`src/sv/bba_pkg.sv`:
```
// ----------------------------------------------------------------------------
// bba_pkg
// Shared types and constants of the bitmap block allocator: operation codes,
// field widths, the sequencer states and the occupancy map control word.
// ----------------------------------------------------------------------------
package bba_pkg;

  localparam int ADDR_W = 32;
  localparam int REQ_W  = 16;

  localparam logic [ADDR_W-1:0] BASE_RESET = 32'h0010_0000;

  localparam logic MODE_ALLOC = 1'b0;
  localparam logic MODE_FREE  = 1'b1;

  typedef enum logic [1:0] {
    ST_IDLE,
    ST_SEARCH,
    ST_MARK
  } state_t;

  // One step of the occupancy map: rotate by one block, optionally writing
  // the block that leaves the head position.
  typedef struct packed {
    logic shift;
    logic load;
    logic wr_val;
  } map_ctl_t;

endpackage

```
`src/sv/bba_map.sv`:
```
// ----------------------------------------------------------------------------
// bba_map
// Occupancy bitmap held as a rotating shift register. Block b sits at the
// head position during the b-th step of a pass; a full pass restores order.
// ----------------------------------------------------------------------------
module bba_map #(
  parameter int BLOCK_COUNT = 32
) (
  input  logic              clk,
  input  logic              rst_n,
  input  bba_pkg::map_ctl_t map_ctl,
  output logic              head_bit
);
  import bba_pkg::*;

  logic [BLOCK_COUNT-1:0] map_r;
  logic [BLOCK_COUNT-1:0] map_nxt;

  assign head_bit = map_r[0];

  always_comb begin
    map_nxt = map_r;
    if (map_ctl.shift) begin
      map_nxt = map_r >> 1;
      map_nxt[BLOCK_COUNT-1] = map_ctl.load ? map_ctl.wr_val : map_r[0];
    end
  end

  always_ff @(posedge clk) begin
    if (!rst_n) begin
      map_r <= '0;
    end else begin
      map_r <= map_nxt;
    end
  end

endmodule

```
`src/sv/bba_seq.sv`:
```
// ----------------------------------------------------------------------------
// bba_seq
// Allocation sequencer: takes an item, runs the first-fit search pass and the
// set or clear pass over the rotating bitmap, and strobes out the result.
// ----------------------------------------------------------------------------
module bba_seq #(
  parameter int BLOCK_COUNT = 32,
  parameter int BLOCK_BYTES = 64
) (
  input  logic                        clk,
  input  logic                        rst_n,
  input  logic                        start,
  output logic                        busy,
  input  logic                        in_mode,
  input  logic [bba_pkg::REQ_W-1:0]   in_request_bytes,
  input  logic [bba_pkg::ADDR_W-1:0]  in_release_address,
  input  logic [bba_pkg::ADDR_W-1:0]  base_addr,
  input  logic                        head_bit,
  output bba_pkg::map_ctl_t           map_ctl,
  output logic                        out_valid,
  output logic [bba_pkg::ADDR_W-1:0]  out_granted_address,
  output logic                        out_success
);
  import bba_pkg::*;

  localparam int SPAN = BLOCK_COUNT * BLOCK_BYTES;
  localparam int AW   = $clog2(SPAN + 1);
  localparam int BW   = (AW > REQ_W) ? AW : REQ_W;
  localparam int CW   = (BLOCK_COUNT > 1) ? $clog2(BLOCK_COUNT) : 1;

  localparam logic [BW-1:0]     BB_W   = BW'(BLOCK_BYTES);
  localparam logic [CW-1:0]     LAST   = CW'(BLOCK_COUNT - 1);
  localparam logic [ADDR_W-1:0] SPAN_A = ADDR_W'(SPAN);

  state_t            state_r, state_nxt;
  logic              mode_r, mode_nxt;
  logic [REQ_W-1:0]  req_r, req_nxt;
  logic [CW-1:0]     blk_r, blk_nxt;
  logic [BW-1:0]     pos_r, pos_nxt;
  logic [BW-1:0]     run_r, run_nxt;
  logic [BW-1:0]     start_off_r, start_off_nxt;
  logic              found_r, found_nxt;
  logic [BW-1:0]     off_r, off_nxt;
  logic [BW-1:0]     done_r, done_nxt;
  logic              out_valid_r, out_valid_nxt;
  logic [ADDR_W-1:0] granted_r, granted_nxt;
  logic              success_r, success_nxt;

  logic [ADDR_W-1:0] offset;
  logic              in_span;
  logic [BW-1:0]     req_ext;
  logic [BW-1:0]     run_sum;

  assign offset  = in_release_address - base_addr;
  assign in_span = offset < SPAN_A;
  assign req_ext = BW'(req_r);
  assign run_sum = run_r + BB_W;

  assign busy                = (state_r != ST_IDLE);
  assign out_valid           = out_valid_r;
  assign out_granted_address = granted_r;
  assign out_success         = success_r;

  always_comb begin
    state_nxt     = state_r;
    mode_nxt      = mode_r;
    req_nxt       = req_r;
    blk_nxt       = blk_r;
    pos_nxt       = pos_r;
    run_nxt       = run_r;
    start_off_nxt = start_off_r;
    found_nxt     = found_r;
    off_nxt       = off_r;
    done_nxt      = done_r;
    out_valid_nxt = 1'b0;
    granted_nxt   = granted_r;
    success_nxt   = success_r;
    map_ctl       = '0;

    case (state_r)
      ST_IDLE: begin
        if (start) begin
          mode_nxt = in_mode;
          req_nxt  = in_request_bytes;
          blk_nxt  = '0;
          if (in_mode == MODE_ALLOC) begin
            if (in_request_bytes == '0) begin
              out_valid_nxt = 1'b1;
              granted_nxt   = '0;
              success_nxt   = 1'b0;
            end else begin
              state_nxt = ST_SEARCH;
              pos_nxt   = '0;
              run_nxt   = '0;
              found_nxt = 1'b0;
            end
          end else if (!in_span) begin
            out_valid_nxt = 1'b1;
            granted_nxt   = '0;
            success_nxt   = 1'b0;
          end else begin
            state_nxt = ST_MARK;
            pos_nxt   = BB_W;
            off_nxt   = offset[BW-1:0];
            done_nxt  = '0;
          end
        end
      end

      ST_SEARCH: begin
        map_ctl.shift = 1'b1;
        if (!found_r) begin
          if (head_bit) begin
            run_nxt = '0;
          end else begin
            if (run_r == '0) begin
              start_off_nxt = pos_r;
            end
            run_nxt = run_sum;
            // The run is long enough once its byte span covers the request.
            if (run_sum >= req_ext) begin
              found_nxt = 1'b1;
            end
          end
        end
        blk_nxt = blk_r + 1'b1;
        pos_nxt = pos_r + BB_W;
        if (blk_r == LAST) begin
          blk_nxt = '0;
          if (found_nxt) begin
            state_nxt = ST_MARK;
            pos_nxt   = BB_W;
            off_nxt   = start_off_nxt;
            done_nxt  = '0;
          end else begin
            state_nxt     = ST_IDLE;
            out_valid_nxt = 1'b1;
            granted_nxt   = '0;
            success_nxt   = 1'b0;
          end
        end
      end

      ST_MARK: begin
        map_ctl.shift = 1'b1;
        // pos_r is the end offset of the head block, so the block lies at or
        // after the first block of the run once it exceeds the run offset.
        if ((pos_r > off_r) && (done_r < req_ext)) begin
          map_ctl.load   = 1'b1;
          map_ctl.wr_val = (mode_r == MODE_ALLOC);
          done_nxt       = done_r + BB_W;
        end
        blk_nxt = blk_r + 1'b1;
        pos_nxt = pos_r + BB_W;
        if (blk_r == LAST) begin
          blk_nxt       = '0;
          state_nxt     = ST_IDLE;
          out_valid_nxt = 1'b1;
          success_nxt   = 1'b1;
          granted_nxt   = (mode_r == MODE_ALLOC) ?
                          base_addr + ADDR_W'(start_off_r) : '0;
        end
      end

      default: begin
        state_nxt = ST_IDLE;
      end
    endcase
  end

  always_ff @(posedge clk) begin
    if (!rst_n) begin
      state_r     <= ST_IDLE;
      blk_r       <= '0;
      found_r     <= 1'b0;
      out_valid_r <= 1'b0;
    end else begin
      state_r     <= state_nxt;
      blk_r       <= blk_nxt;
      found_r     <= found_nxt;
      out_valid_r <= out_valid_nxt;
    end
  end

  always_ff @(posedge clk) begin
    mode_r      <= mode_nxt;
    req_r       <= req_nxt;
    pos_r       <= pos_nxt;
    run_r       <= run_nxt;
    start_off_r <= start_off_nxt;
    off_r       <= off_nxt;
    done_r      <= done_nxt;
    granted_r   <= granted_nxt;
    success_r   <= success_nxt;
  end

`ifndef ASSERT_OFF
  a_valid_after_work: assert property (@(posedge clk) disable iff (!rst_n)
    out_valid_r |-> $past(busy || start))
    else $error("result strobe without a preceding item");

  a_end_of_pass_reports: assert property (@(posedge clk) disable iff (!rst_n)
    ($fell(busy) && $past(rst_n)) |-> out_valid_r)
    else $error("pass ended without a result strobe");

  a_alloc_mark_found: assert property (@(posedge clk) disable iff (!rst_n)
    (state_r == ST_MARK && mode_r == MODE_ALLOC) |-> found_r)
    else $error("marking an allocation that found no run");

  a_granted_means_ok: assert property (@(posedge clk) disable iff (!rst_n)
    (out_valid_r && granted_r != '0) |-> success_r)
    else $error("nonzero address reported with failure");
`endif

endmodule

```
`src/sv/bitmap_block_allocator_top.sv`:
```
// ----------------------------------------------------------------------------
// bitmap_block_allocator_top
// First-fit block allocator over a bitmap of fixed-size heap blocks.
// ----------------------------------------------------------------------------
// Usage: drive in_mode, in_request_bytes and in_release_address with start
// high; the item is taken at an edge where busy is low. Allocation (mode 0)
// rounds the size up to whole blocks, takes the first free run from block 0
// and returns its byte address; a free (mode 1) clears the size, rounded up
// to whole blocks, from the block holding the given address.
// Each item yields one result, shown for one cycle with out_valid high.
// The result cannot be held off; the next item may start in that cycle.
// A pass visits all HEAP_BYTES / BLOCK_BYTES blocks: the bitmap rotates
// one block per cycle through a single head bit while a pass runs. An
// allocation takes a search pass and a marking pass; a free or a failed
// search takes one pass. A zero-size allocation or a free outside the heap
// answers without a pass. Reset clears the bitmap (all blocks free) and
// loads the heap base with 0x0010_0000. The cfg_ channel is always ready;
// the user writes it only while idle, which the block does not enforce.
// ----------------------------------------------------------------------------
module bitmap_block_allocator_top #(
  parameter int HEAP_BYTES  = 2048,
  parameter int BLOCK_BYTES = 64
) (
  input  logic                        clk,
  input  logic                        rst_n,
  input  logic                        start,
  output logic                        busy,
  input  logic                        in_mode,
  input  logic [bba_pkg::REQ_W-1:0]   in_request_bytes,
  input  logic [bba_pkg::ADDR_W-1:0]  in_release_address,
  output logic                        out_valid,
  output logic [bba_pkg::ADDR_W-1:0]  out_granted_address,
  output logic                        out_success,
  input  logic                        cfg_valid,
  output logic                        cfg_ready,
  input  logic [bba_pkg::ADDR_W-1:0]  cfg_heap_base_address
);
  import bba_pkg::*;

  localparam int BLOCK_COUNT = HEAP_BYTES / BLOCK_BYTES;

  logic [ADDR_W-1:0] base_r;
  logic [ADDR_W-1:0] base_nxt;
  map_ctl_t          map_ctl;
  logic              head_bit;

  assign cfg_ready = 1'b1;
  assign base_nxt  = (cfg_valid && cfg_ready) ? cfg_heap_base_address : base_r;

  always_ff @(posedge clk) begin
    if (!rst_n) begin
      base_r <= BASE_RESET;
    end else begin
      base_r <= base_nxt;
    end
  end

  bba_map #(
    .BLOCK_COUNT(BLOCK_COUNT)
  ) u_map (
    .clk      (clk),
    .rst_n    (rst_n),
    .map_ctl  (map_ctl),
    .head_bit (head_bit)
  );

  bba_seq #(
    .BLOCK_COUNT(BLOCK_COUNT),
    .BLOCK_BYTES(BLOCK_BYTES)
  ) u_seq (
    .clk                 (clk),
    .rst_n               (rst_n),
    .start               (start),
    .busy                (busy),
    .in_mode             (in_mode),
    .in_request_bytes    (in_request_bytes),
    .in_release_address  (in_release_address),
    .base_addr           (base_r),
    .head_bit            (head_bit),
    .map_ctl             (map_ctl),
    .out_valid           (out_valid),
    .out_granted_address (out_granted_address),
    .out_success         (out_success)
  );

endmodule

```
`config.mk`:
```
export PLATFORM = sky130hd
export DESIGN_NAME = bitmap_block_allocator_top
export DESIGN_NICKNAME = d
export VERILOG_FILES = /design/src/sv/bba_pkg.sv /design/src/sv/bba_map.sv /design/src/sv/bba_seq.sv /design/src/sv/bitmap_block_allocator_top.sv
export SDC_FILE = /design/constraint.sdc
export NUM_CORES = 1
export LEC_CHECK = 0
export ABC_AREA = 1
export BUFFER_PORTS_ARGS = -buffer_cell sky130_fd_sc_hd__buf_2
export CAP_MARGIN = 20
export CORE_MARGIN = 4
export CORE_UTILIZATION = 25
export DETAILED_ROUTE_END_ITERATION = 7
export SETUP_SLACK_MARGIN = 0.05
export SYNTH_ARGS = -nofsm -noshare
export SYNTH_HDL_FRONTEND = slang
export SYNTH_SLANG_ARGS = --single-unit
```
`constraint.sdc`:
```
create_clock -name clk -period 5.3 [get_ports clk]
set_input_delay 0.265 -clock clk [delete_from_list [all_inputs] [get_ports clk]]
set_output_delay 0.265 -clock clk [all_outputs]
set_load 0.01 [all_outputs]
```
==> Word level (Yosys, flattened, before mapping) <==
Cells that the tools add are included.
{ "totals": {"register_bits": 203, "input_bits": 85, "out_inout_bits": 36, "wordCells": 138} }
{ "op_classes": {"n_addsub": 6, "n_lt_le_gt_ge": 4, "n_eq_ne": 18, "n_mux": 76, "bitwise_logic": 1, "reduce_logical": 18} }
{ "ops": {"columns": ["op", "count"], "rows": [
  ["$mux W16", 24],
  ["$mux W32", 8],
  ["$pmux W16 S3", 2],
  ["$pmux W32 S3", 1],
  ["$pmux W16 S2", 2],
  ["$add A16 B7 Y16 const B", 3],
  ["$add A32 B16 Y32", 1],
  ["$logic_not A16 Y1", 2],
  ["$lt A32 B12 Y1 const B", 1],
  ["$sub A32 B32 Y32", 1],
  ["$mux W1", 23],
  ["$mux W2", 9],
  ["$ge A16 B16 Y1", 1],
  ["$gt A16 B16 Y1", 1],
  ["$lt A16 B16 Y1", 1],
  ["$reduce_and A7 Y1", 2],
  ["$ne A2 B2 Y1 const B", 6],
  ["$mux W5", 2],
  ["$ne A2 B1 Y1 const B", 5],
  ["$pmux W5 S2", 1],
  ["$reduce_and A5 Y1", 2],
  ["$reduce_and A4 Y1", 2],
  ["$ne A3 B2 Y1 const B", 2],
  ["$ne A3 B3 Y1 const B", 2],
  ["other kinds (15)", 19]
]} }

==> Longest topological paths before layout <==
Gate-level depths: netlist (run 1).
{ "depth": {"word_depth": 9, "mapped_depth": 23, "mapped_depth_nobuf": 23} }

==> Cells and area by module <==
From an unflattened synthesis (run 1), not the netlist that was laid out.
{ "hier_totals": {"hier_cells": 1771, "area_unflattened_um2": 12653.4} }
{ "modules_own_cells": {"columns": ["module", "instances", "cells_each", "area_each_um2", "seq_area_each_um2"], "rows": [
  ["bba_seq", 1, 1424, 10186.0, 3723.6],
  ["bitmap_block_allocator_top", 1, 203, 1343.8, 640.6],
  ["bba_map", 1, 144, 1123.6, 640.6]
]} }

==> Worst setup path after synthesis (run 1) <==
No wires, ideal clock.
{ "synth_path": {"path_kind": "reg-to-reg", "startpoint": "register u_seq.run_r[8]", "endpoint": "register u_seq.granted_r[0] (netlist: u_seq.out_granted_address[0]), enable pin", "setup_time_ps": 434, "arrival_time_ps": 3879, "required_ps": 4866, "setup_slack_ps": 987, "path_stages_with_launch": 20, "path_buffers": 0, "synth_period_minus_slack_ps": 4313, "cell_sequence": "edfxtp_1 > inv_1 > nor3_1 > inv_1 > nor3_1 > nand3_1 > xor2_1 > inv_1 > ha_1 > nand2_1 > inv_1 > nand3_1 > inv_1 > a21oi_1 > nand3_1 > a21oi_1 > nor2_1 > inv_1 > nand2_1 > a21oi_1"} }
{ "synth_via": {"elab_chain_cells": 8} }
{ "synth_rtl": {"columns": ["item", "line", "text"], "rows": [
  ["start, declared", "bba_seq.sv:40", "logic [BW-1:0] run_r, run_nxt;"],
  ["start signal, assigned", "bba_seq.sv:189", "run_r <= run_nxt;"],
  ["$add A16 B7 Y16", "bba_seq.sv:57", "assign run_sum = run_r + BB_W;"],
  ["via u_seq.run_sum[15]", "bba_seq.sv:52", "logic [BW-1:0] run_sum;"],
  ["$ge A16 B16 Y1", "bba_seq.sv:121", "if (run_sum >= req_ext) begin"],
  ["$mux W1", "bba_seq.sv:121", null],
  ["$mux W1", "bba_seq.sv:113", "if (head_bit) begin"],
  ["$mux W1", "bba_seq.sv:112", "if (!found_r) begin"],
  ["$mux W1", "bba_seq.sv:80", "case (state_r)"],
  ["$ne A2 B2 Y1 (no source line)", null, null],
  ["$reduce_and A7 Y1 (no source line)", null, null],
  ["end signal, assigned", "bba_seq.sv:193", "granted_r <= granted_nxt;"],
  ["end, declared", "bba_seq.sv:46", "logic [ADDR_W-1:0] granted_r, granted_nxt;"]
]} }
The timed path passes the listed nets, and every way through them passes these cells. The select of a mux whose other input is x is not followed.
A chain may end at the register's enable or synchronous reset.

==> Worst setup path after layout (run 1) <==
{ "layout_path": {"startpoint": "register u_seq.run_r[6]", "endpoint": "register u_seq.granted_r[8] (netlist: u_seq.out_granted_address[8]), enable pin"} }
Same word-level chain as after synthesis.

==> results of run 1 <==
## synth_stat cells (all sizes together)
cell     count  area (sq um)
a21o         2          15.0
inv        291          1090
o2111ai      1          8.76
xnor2        9          78.8
clkinv       4          15.0
o21a         8          60.1
a211oi       4          30.0
nor2       216           863
and3         4          25.0
o21ai      130           658
clkbuf      28           106
nand3b       5          37.5
or2          4          25.0
o221ai       1          8.76
nand3       66           355
ha          93          1160
a311oi       1          8.76
nor3        24           120
nand4       17           106
xor2        11          96.3
a41oi        1          8.76
and2         5          31.3
a31oi        8          50.1
o211ai       3          22.5
nor3b        2          15.0
dfxtp       73          1460
or4          4          30.0
a21oi      120           601
fa           2          40.0
o21bai       3          22.5
nor4         5          31.3
buf          3          16.3
nand2      402          1530
edfxtp     118          3540
conb         1          3.75
## path summary, 6_finish.rpt
| check | start | to | slack (ns) | cells after the start |
|---|---|---|---|---|
| worst min register to register | u_map.map_r[31] | u_map.map_r[31] | 0.48 | 2 |
| worst max register to register | u_seq.run_r[6] | u_seq.out_granted_address[8] | 1.43 | 20 |
| worst max-delay path | u_seq.run_r[6] | u_seq.out_granted_address[8] | 1.43 | 20 |
| worst min-delay path | in_request_bytes[15] | u_seq.req_ext[15] | 0.02 | 1 |
## timing repair
item / 4_1_cts / 5_1_grt
setup endpoints to repair: 0 / 0
hold buffers: 13 / 0
endpoints found under the hold margin: 13 / 0
## logic make-up after synthesis
logic type,after synthesis,synth area share
AND/OR/NAND/NOR,754,0.258
other,1,0.000305
AO/OA/AOI/OAI,282,0.122
XOR/XNOR,20,0.0143
adder cells (fa/ha/maj),95,0.0980
flip-flops,191,0.407
buffers and inverters,326,0.100
## power groups by stage
stage                     sequential, mW  combinational, mW  clock (mW)
after detailed placement            2.46               2.28           0
final                               2.43               2.28        1.28
after floorplan                     2.46               1.54           0
after global placement              2.45               2.23           0
after global routing                2.48               2.62        1.36
after CTS                           2.43               2.30        1.31
## per-stage QoR
stage | util | instances
after floorplan | - | 1669
after global placement | 0.284 | 2421
after detailed placement | 0.284 | 2421
after CTS | 0.298 | 2466
after global routing | 0.298 | 2468
final | 0.298 | 2470
## flip-flops by register name (all words and copies together), names as in the netlist, 16 cells and up
name and cells:
u_seq.run_r 16, base_r 32, u_seq.req_ext 16, u_map.map_r 32, u_seq.out_granted_address 32, u_seq.off_r 16, u_seq.start_off_r 16
## final cells by class
type / instances / area share
Tap cell: 656 / 0.0572
Clock inverter: 11 / 0.00802
Antenna cell: 3 / 0.000523
Timing Repair Buffer: 141 / 0.0553
Sequential cell: 191 / 0.349
Clock buffer: 21 / 0.0307
Inverter: 295 / 0.0771
Multi-Input combinational cell: 1152 / 0.423
## layer usage
metal / vias up / GRT usage / share of wire
met5: - / 0 / 0.0012
li1: 5668 / - / -
met3: 42 / 0.0208 / 0.035
met1: 4954 / 0.155 / 0.45
met4: 6 / 0.0396 / 0.019
met2: 198 / 0.222 / 0.49
==> flow_metrics.env, run 1 <==
export IMPL_worstPathMaxFanout=17
export IMPL_peakVddDrop_mv=0.298
export IMPL_holdCritPathClass="in -> reg"
export IMPL_final_cell_mix="nand2_1, inv_1, nor2_1"
export IMPL_ys_ff_latch=191
export IMPL_drv_slew=0
export IMPL_grt_pass1_vias=10300
export IMPL_grtUsageTotal=0.125
export IMPL_worstSkewPairLatency_ns=0.45
export IMPL_status="complete, no violations"
export IMPL_cts_tree="built"
export IMPL_seqCellArea_sq_mm=0.00500
export IMPL_p_int_mw=3.63
export IMPL_cts_buffers=17
export IMPL_p_switching_mw=2.36
export IMPL_root_buffer="clkbuf_16"
export IMPL_min_period_over_period=0.730
export IMPL_worst_slack_ns=1.43
export IMPL_cp_slowest_cell="a21oi_4"
export IMPL_crit_family="simple AND/OR/NAND/NOR gates"
export IMPL_die_area_sq_mm=0.0528
export IMPL_drc=0
export IMPL_synthCells=1669
export IMPL_clock_path_buffers=2
export IMPL_crit_top_cell="inv_1"
export IMPL_grt_max_degree=54
export IMPL_multi_input_area_sq_mm=0.00606
export IMPL_fmax_mhz=258
export IMPL_initial_core_util=0.255
export IMPL_htree_levels=4
export IMPL_post_drt_wl_per_cell_microns=13.5
export IMPL_viasPerCell=4.40
export IMPL_syn_avg_cell_area_sq_um=7.36
export IMPL_final_cell_area_sq_mm=0.0144
export IMPL_finalHoldWorstSlack_ns=0.0219
export IMPL_fin_nets=1978
export IMPL_vias=10900
export IMPL_cts_resized=0
export IMPL_worstSetupPathType="reg -> reg"
export IMPL_required_ns=5.43
export IMPL_tightest_slew_ns=0.984
export IMPL_n_fill_cell=5164
export IMPL_power_mw=5.99
export IMPL_totalWireLength_microns=33400
export IMPL_drv_cap=0
export IMPL_detail_route_antenna_nets=0
export IMPL_final_hold_viol_count=0
export IMPL_antenna_found_initial=5
export IMPL_end_kind="flop"
export IMPL_fin_crit_ns=3.87
export IMPL_grt_pass1_wl_microns=53500
export IMPL_p_per_area_mw_per_mm2=417
export IMPL_cp_cell_sequence="inv_1, nor3_1, inv_1, nor3_1, nand3_1, xor2_1, inv_1, ha_1, nand2_1, inv_1, nand3_1, inv_1, a21oi_1, nand3_1, a21oi_1, nor2_1, inv_1, nand2_1, a21oi_4, buf_4"
export IMPL_synth_area_sq_mm=0.0123
export IMPL_yosysSeqAreaShare=0.407
export IMPL_mostFrequentLayoutCell="nand2_1"
export IMPL_yosys_warnings=0
export IMPL_hpwl_microns=26700
export IMPL_clockPowerShare=0.214
export IMPL_rows=80
export IMPL_synth_cell_types=45
export IMPL_switching_share=0.395
export IMPL_core_area_sq_mm=0.0481
export IMPL_post_cts_setup_buffers=0
export IMPL_drtIter0Drc=611
export IMPL_die_w_microns=230
export IMPL_critical_path_buf_inv_count=7
export IMPL_combPwrFrac=0.381
export IMPL_drt_pass1_iterations=7
export IMPL_preCtsSetupSlack_ns=1.43
export IMPL_cts_reportedPaths_clkPinSlew_ns=0.07
export IMPL_io_pins=121
export IMPL_die_h_microns=230
export IMPL_synthToLayoutAreaGrowth_pct=16.8
export IMPL_skew_ns=0.0150
export IMPL_power_leakage_nw=6.82
export IMPL_setup_viol=0
export IMPL_placed_area_sq_mm=0.0137
export IMPL_arrival_ns=4.00
export IMPL_tns_ns=0
export IMPL_portBuffers=119
export IMPL_synth_fp_nets=1849
export IMPL_seq_power_share=0.406
export IMPL_cp_start_kind="flop"
export IMPL_layout_drive_gt1_share=0.109
export IMPL_rsz0062_at_grt="false"
export IMPL_cts_num_sinks=191
export IMPL_slew_headroom=0.344
export IMPL_grt_ovfl_total=0
export IMPL_place_congestion=0.909
export IMPL_max_stage_delay_ns=0.52
(Power assumes the default switching activity.)
==> inputs of run 2 (changes only) <==
clock period = 3.6 ns   (was 5.3 ns; I/O delays follow)
==> run 2 against run 1 <==
Compared with the run above:
- critical path depth increased by 1
- routed wire length is 5.5% higher
- count of clock-buffer cells in the layout down 4
- largest cell class unchanged
- utilization increased by 0.61 points
- clock skew shrank 0.0029 ns
- register-to-register slack got worse by 1.1 ns
- fmax rose by 17%
- via count grew 1.1%
- non-clock buffer count up 23
==> flow_metrics.env, run 2 (synthesis gave the netlist of run 1 again) <==
export IMPL_worstSkewPairLatency_ns=0.46
export IMPL_skew_ns=0.0121
export IMPL_drv_slew=0
export IMPL_final_cell_mix="nand2_1, inv_1, nor2_1"
export IMPL_grt_ovfl_total=0
export IMPL_power_leakage_nw=6.96
export IMPL_clock_path_buffers=2
export IMPL_holdCritPathClass="in -> reg"
export IMPL_fmax_mhz=303
export IMPL_totalWireLength_microns=35300
export IMPL_slew_headroom=0.509
export IMPL_portBuffers=119
export IMPL_detail_route_antenna_nets=0
export IMPL_core_area_sq_mm=0.0481
export IMPL_end_kind="flop"
export IMPL_preCtsSetupSlack_ns=0.259
export IMPL_required_ns=3.75
export IMPL_initial_core_util=0.255
export IMPL_drc=0
export IMPL_die_area_sq_mm=0.0528
export IMPL_cts_tree="built"
export IMPL_synthToLayoutAreaGrowth_pct=19.2
export IMPL_post_drt_wl_per_cell_microns=14.1
export IMPL_grt_pass1_vias=10700
export IMPL_die_h_microns=230
export IMPL_place_congestion=0.916
export IMPL_htree_levels=4
export IMPL_tightest_slew_ns=0.736
export IMPL_cts_buffers=17
export IMPL_grtUsageTotal=0.132
export IMPL_fin_crit_ns=3.30
export IMPL_status="complete, no violations"
export IMPL_mostFrequentLayoutCell="nand2_1"
export IMPL_cts_num_sinks=191
export IMPL_grt_pass1_wl_microns=55900
export IMPL_layout_drive_gt1_share=0.119
export IMPL_arrival_ns=3.45
export IMPL_rsz0062_at_grt="false"
export IMPL_setup_viol=0
export IMPL_drv_cap=0
export IMPL_crit_top_cell="inv_1"
export IMPL_peakVddDrop_mv=0.399
export IMPL_io_pins=121
export IMPL_viasPerCell=4.41
export IMPL_antenna_found_initial=6
export IMPL_root_buffer="clkbuf_16"
export IMPL_final_hold_viol_count=0
export IMPL_vias=11000
export IMPL_critical_path_buf_inv_count=8
export IMPL_drt_pass1_iterations=5
export IMPL_worst_slack_ns=0.304
export IMPL_rows=80
export IMPL_p_per_area_mw_per_mm2=616
export IMPL_drtIter0Drc=759
export IMPL_fin_nets=2001
export IMPL_crit_family="simple AND/OR/NAND/NOR gates"
export IMPL_max_stage_delay_ns=0.37
export IMPL_cp_slowest_cell="edfxtp_1"
export IMPL_die_w_microns=230
export IMPL_cts_reportedPaths_clkPinSlew_ns=0.07
export IMPL_cp_cell_sequence="inv_1, nor3_1, inv_1, nor3_4, nand3_1, xor2_1, inv_1, ha_1, nand2_1, inv_1, nand3_1, inv_1, a21oi_1, nand3_1, a21oi_2, nor2_1, inv_1, nand2_1, a21oi_4, buf_12, buf_12"
export IMPL_hpwl_microns=28000
export IMPL_worstSetupPathType="reg -> reg"
export IMPL_worstPathMaxFanout=17
export IMPL_tns_ns=0
export IMPL_grt_max_degree=67
export IMPL_cp_start_kind="flop"
export IMPL_min_period_over_period=0.916
==> run 2: changes by cell type in the layout (fill, tap and decap cells not counted), sizes merged <==
cell,change
buf,+10
clkinv,+6
bufinv,-1
clkbuf,-3
clkinvlp,+1
dlygate4sd3,+12
inv,-2
==> run 2: through the flow <==
step	area (sq um)	cells	hold slack, ns	util	power (mW)
finish	14600	2493	0.0236	0.304	9.02
global route	14600	2492	0.0205	0.304	9.76
CTS	14500	2484	0.000286	0.301	8.93
detailed placement	13700	2427	0.371	0.285	7.07
global placement	13700	2427	0.370	0.285	6.98
floorplan	12300	1669	0.279	-	5.89
==> run 2: what timing repair did <==
item | 4_1_cts | 5_1_grt
gates resized for setup | 0 | 11
setup endpoints to repair | 0 | 66
setup buffers | 0 | 2
hold buffers | 25 | 0
endpoints found under the hold margin | 25 | 0
==> run 2: layout make-up <==
class                      count  area (sq um)
antenna                        3          7.51
clock buffer                  17           425
clock inverter                15           124
fill                        5147         33500
inverter                     295          1110
multi-input combinational   1152          6090
sequential                   191          5010
tap                          656           821
timing repair buffer         164          1060
==> run 2: where the power goes <==
part | switching, mW | leakage (nW) | internal [mW]
clock | 0.867 | 0.266 | 0.946
sequential | 0.359 | 1.73 | 3.21
combinational | 2.38 | 4.96 | 1.26
total | 3.60 | 6.96 | 5.42
==> run 2: path summary, 6_finish.rpt <==
check	startpoint	endpoint	slack, ns	cells past startpoint
min reg2reg	u_map.map_r[31]	u_map.map_r[31]	0.48	2
max	u_seq.run_r[7]	u_seq.out_granted_address[26]	0.30	21
min	cfg_heap_base_address[27]	base_r[27]	0.02	3
max reg2reg	u_seq.run_r[7]	u_seq.out_granted_address[26]	0.30	21
==> run 2: tightest hold or removal path, stage by stage <==
cell	delay, ns
buf_2	0.08
o21ai_0	0.08
a21oi_1	0.10
==> run 2: per-layer routing <==
| layer | track usage | share of wire | vias to the layer above |
|---|---|---|---|
| met3 | 0.0257 | 0.038 | 48 |
| li1 | - | - | 5727 |
| met1 | 0.164 | 0.45 | 4998 |
| met5 | 0 | 0.00096 | - |
| met4 | 0.0470 | 0.026 | 6 |
| met2 | 0.227 | 0.48 | 212 |
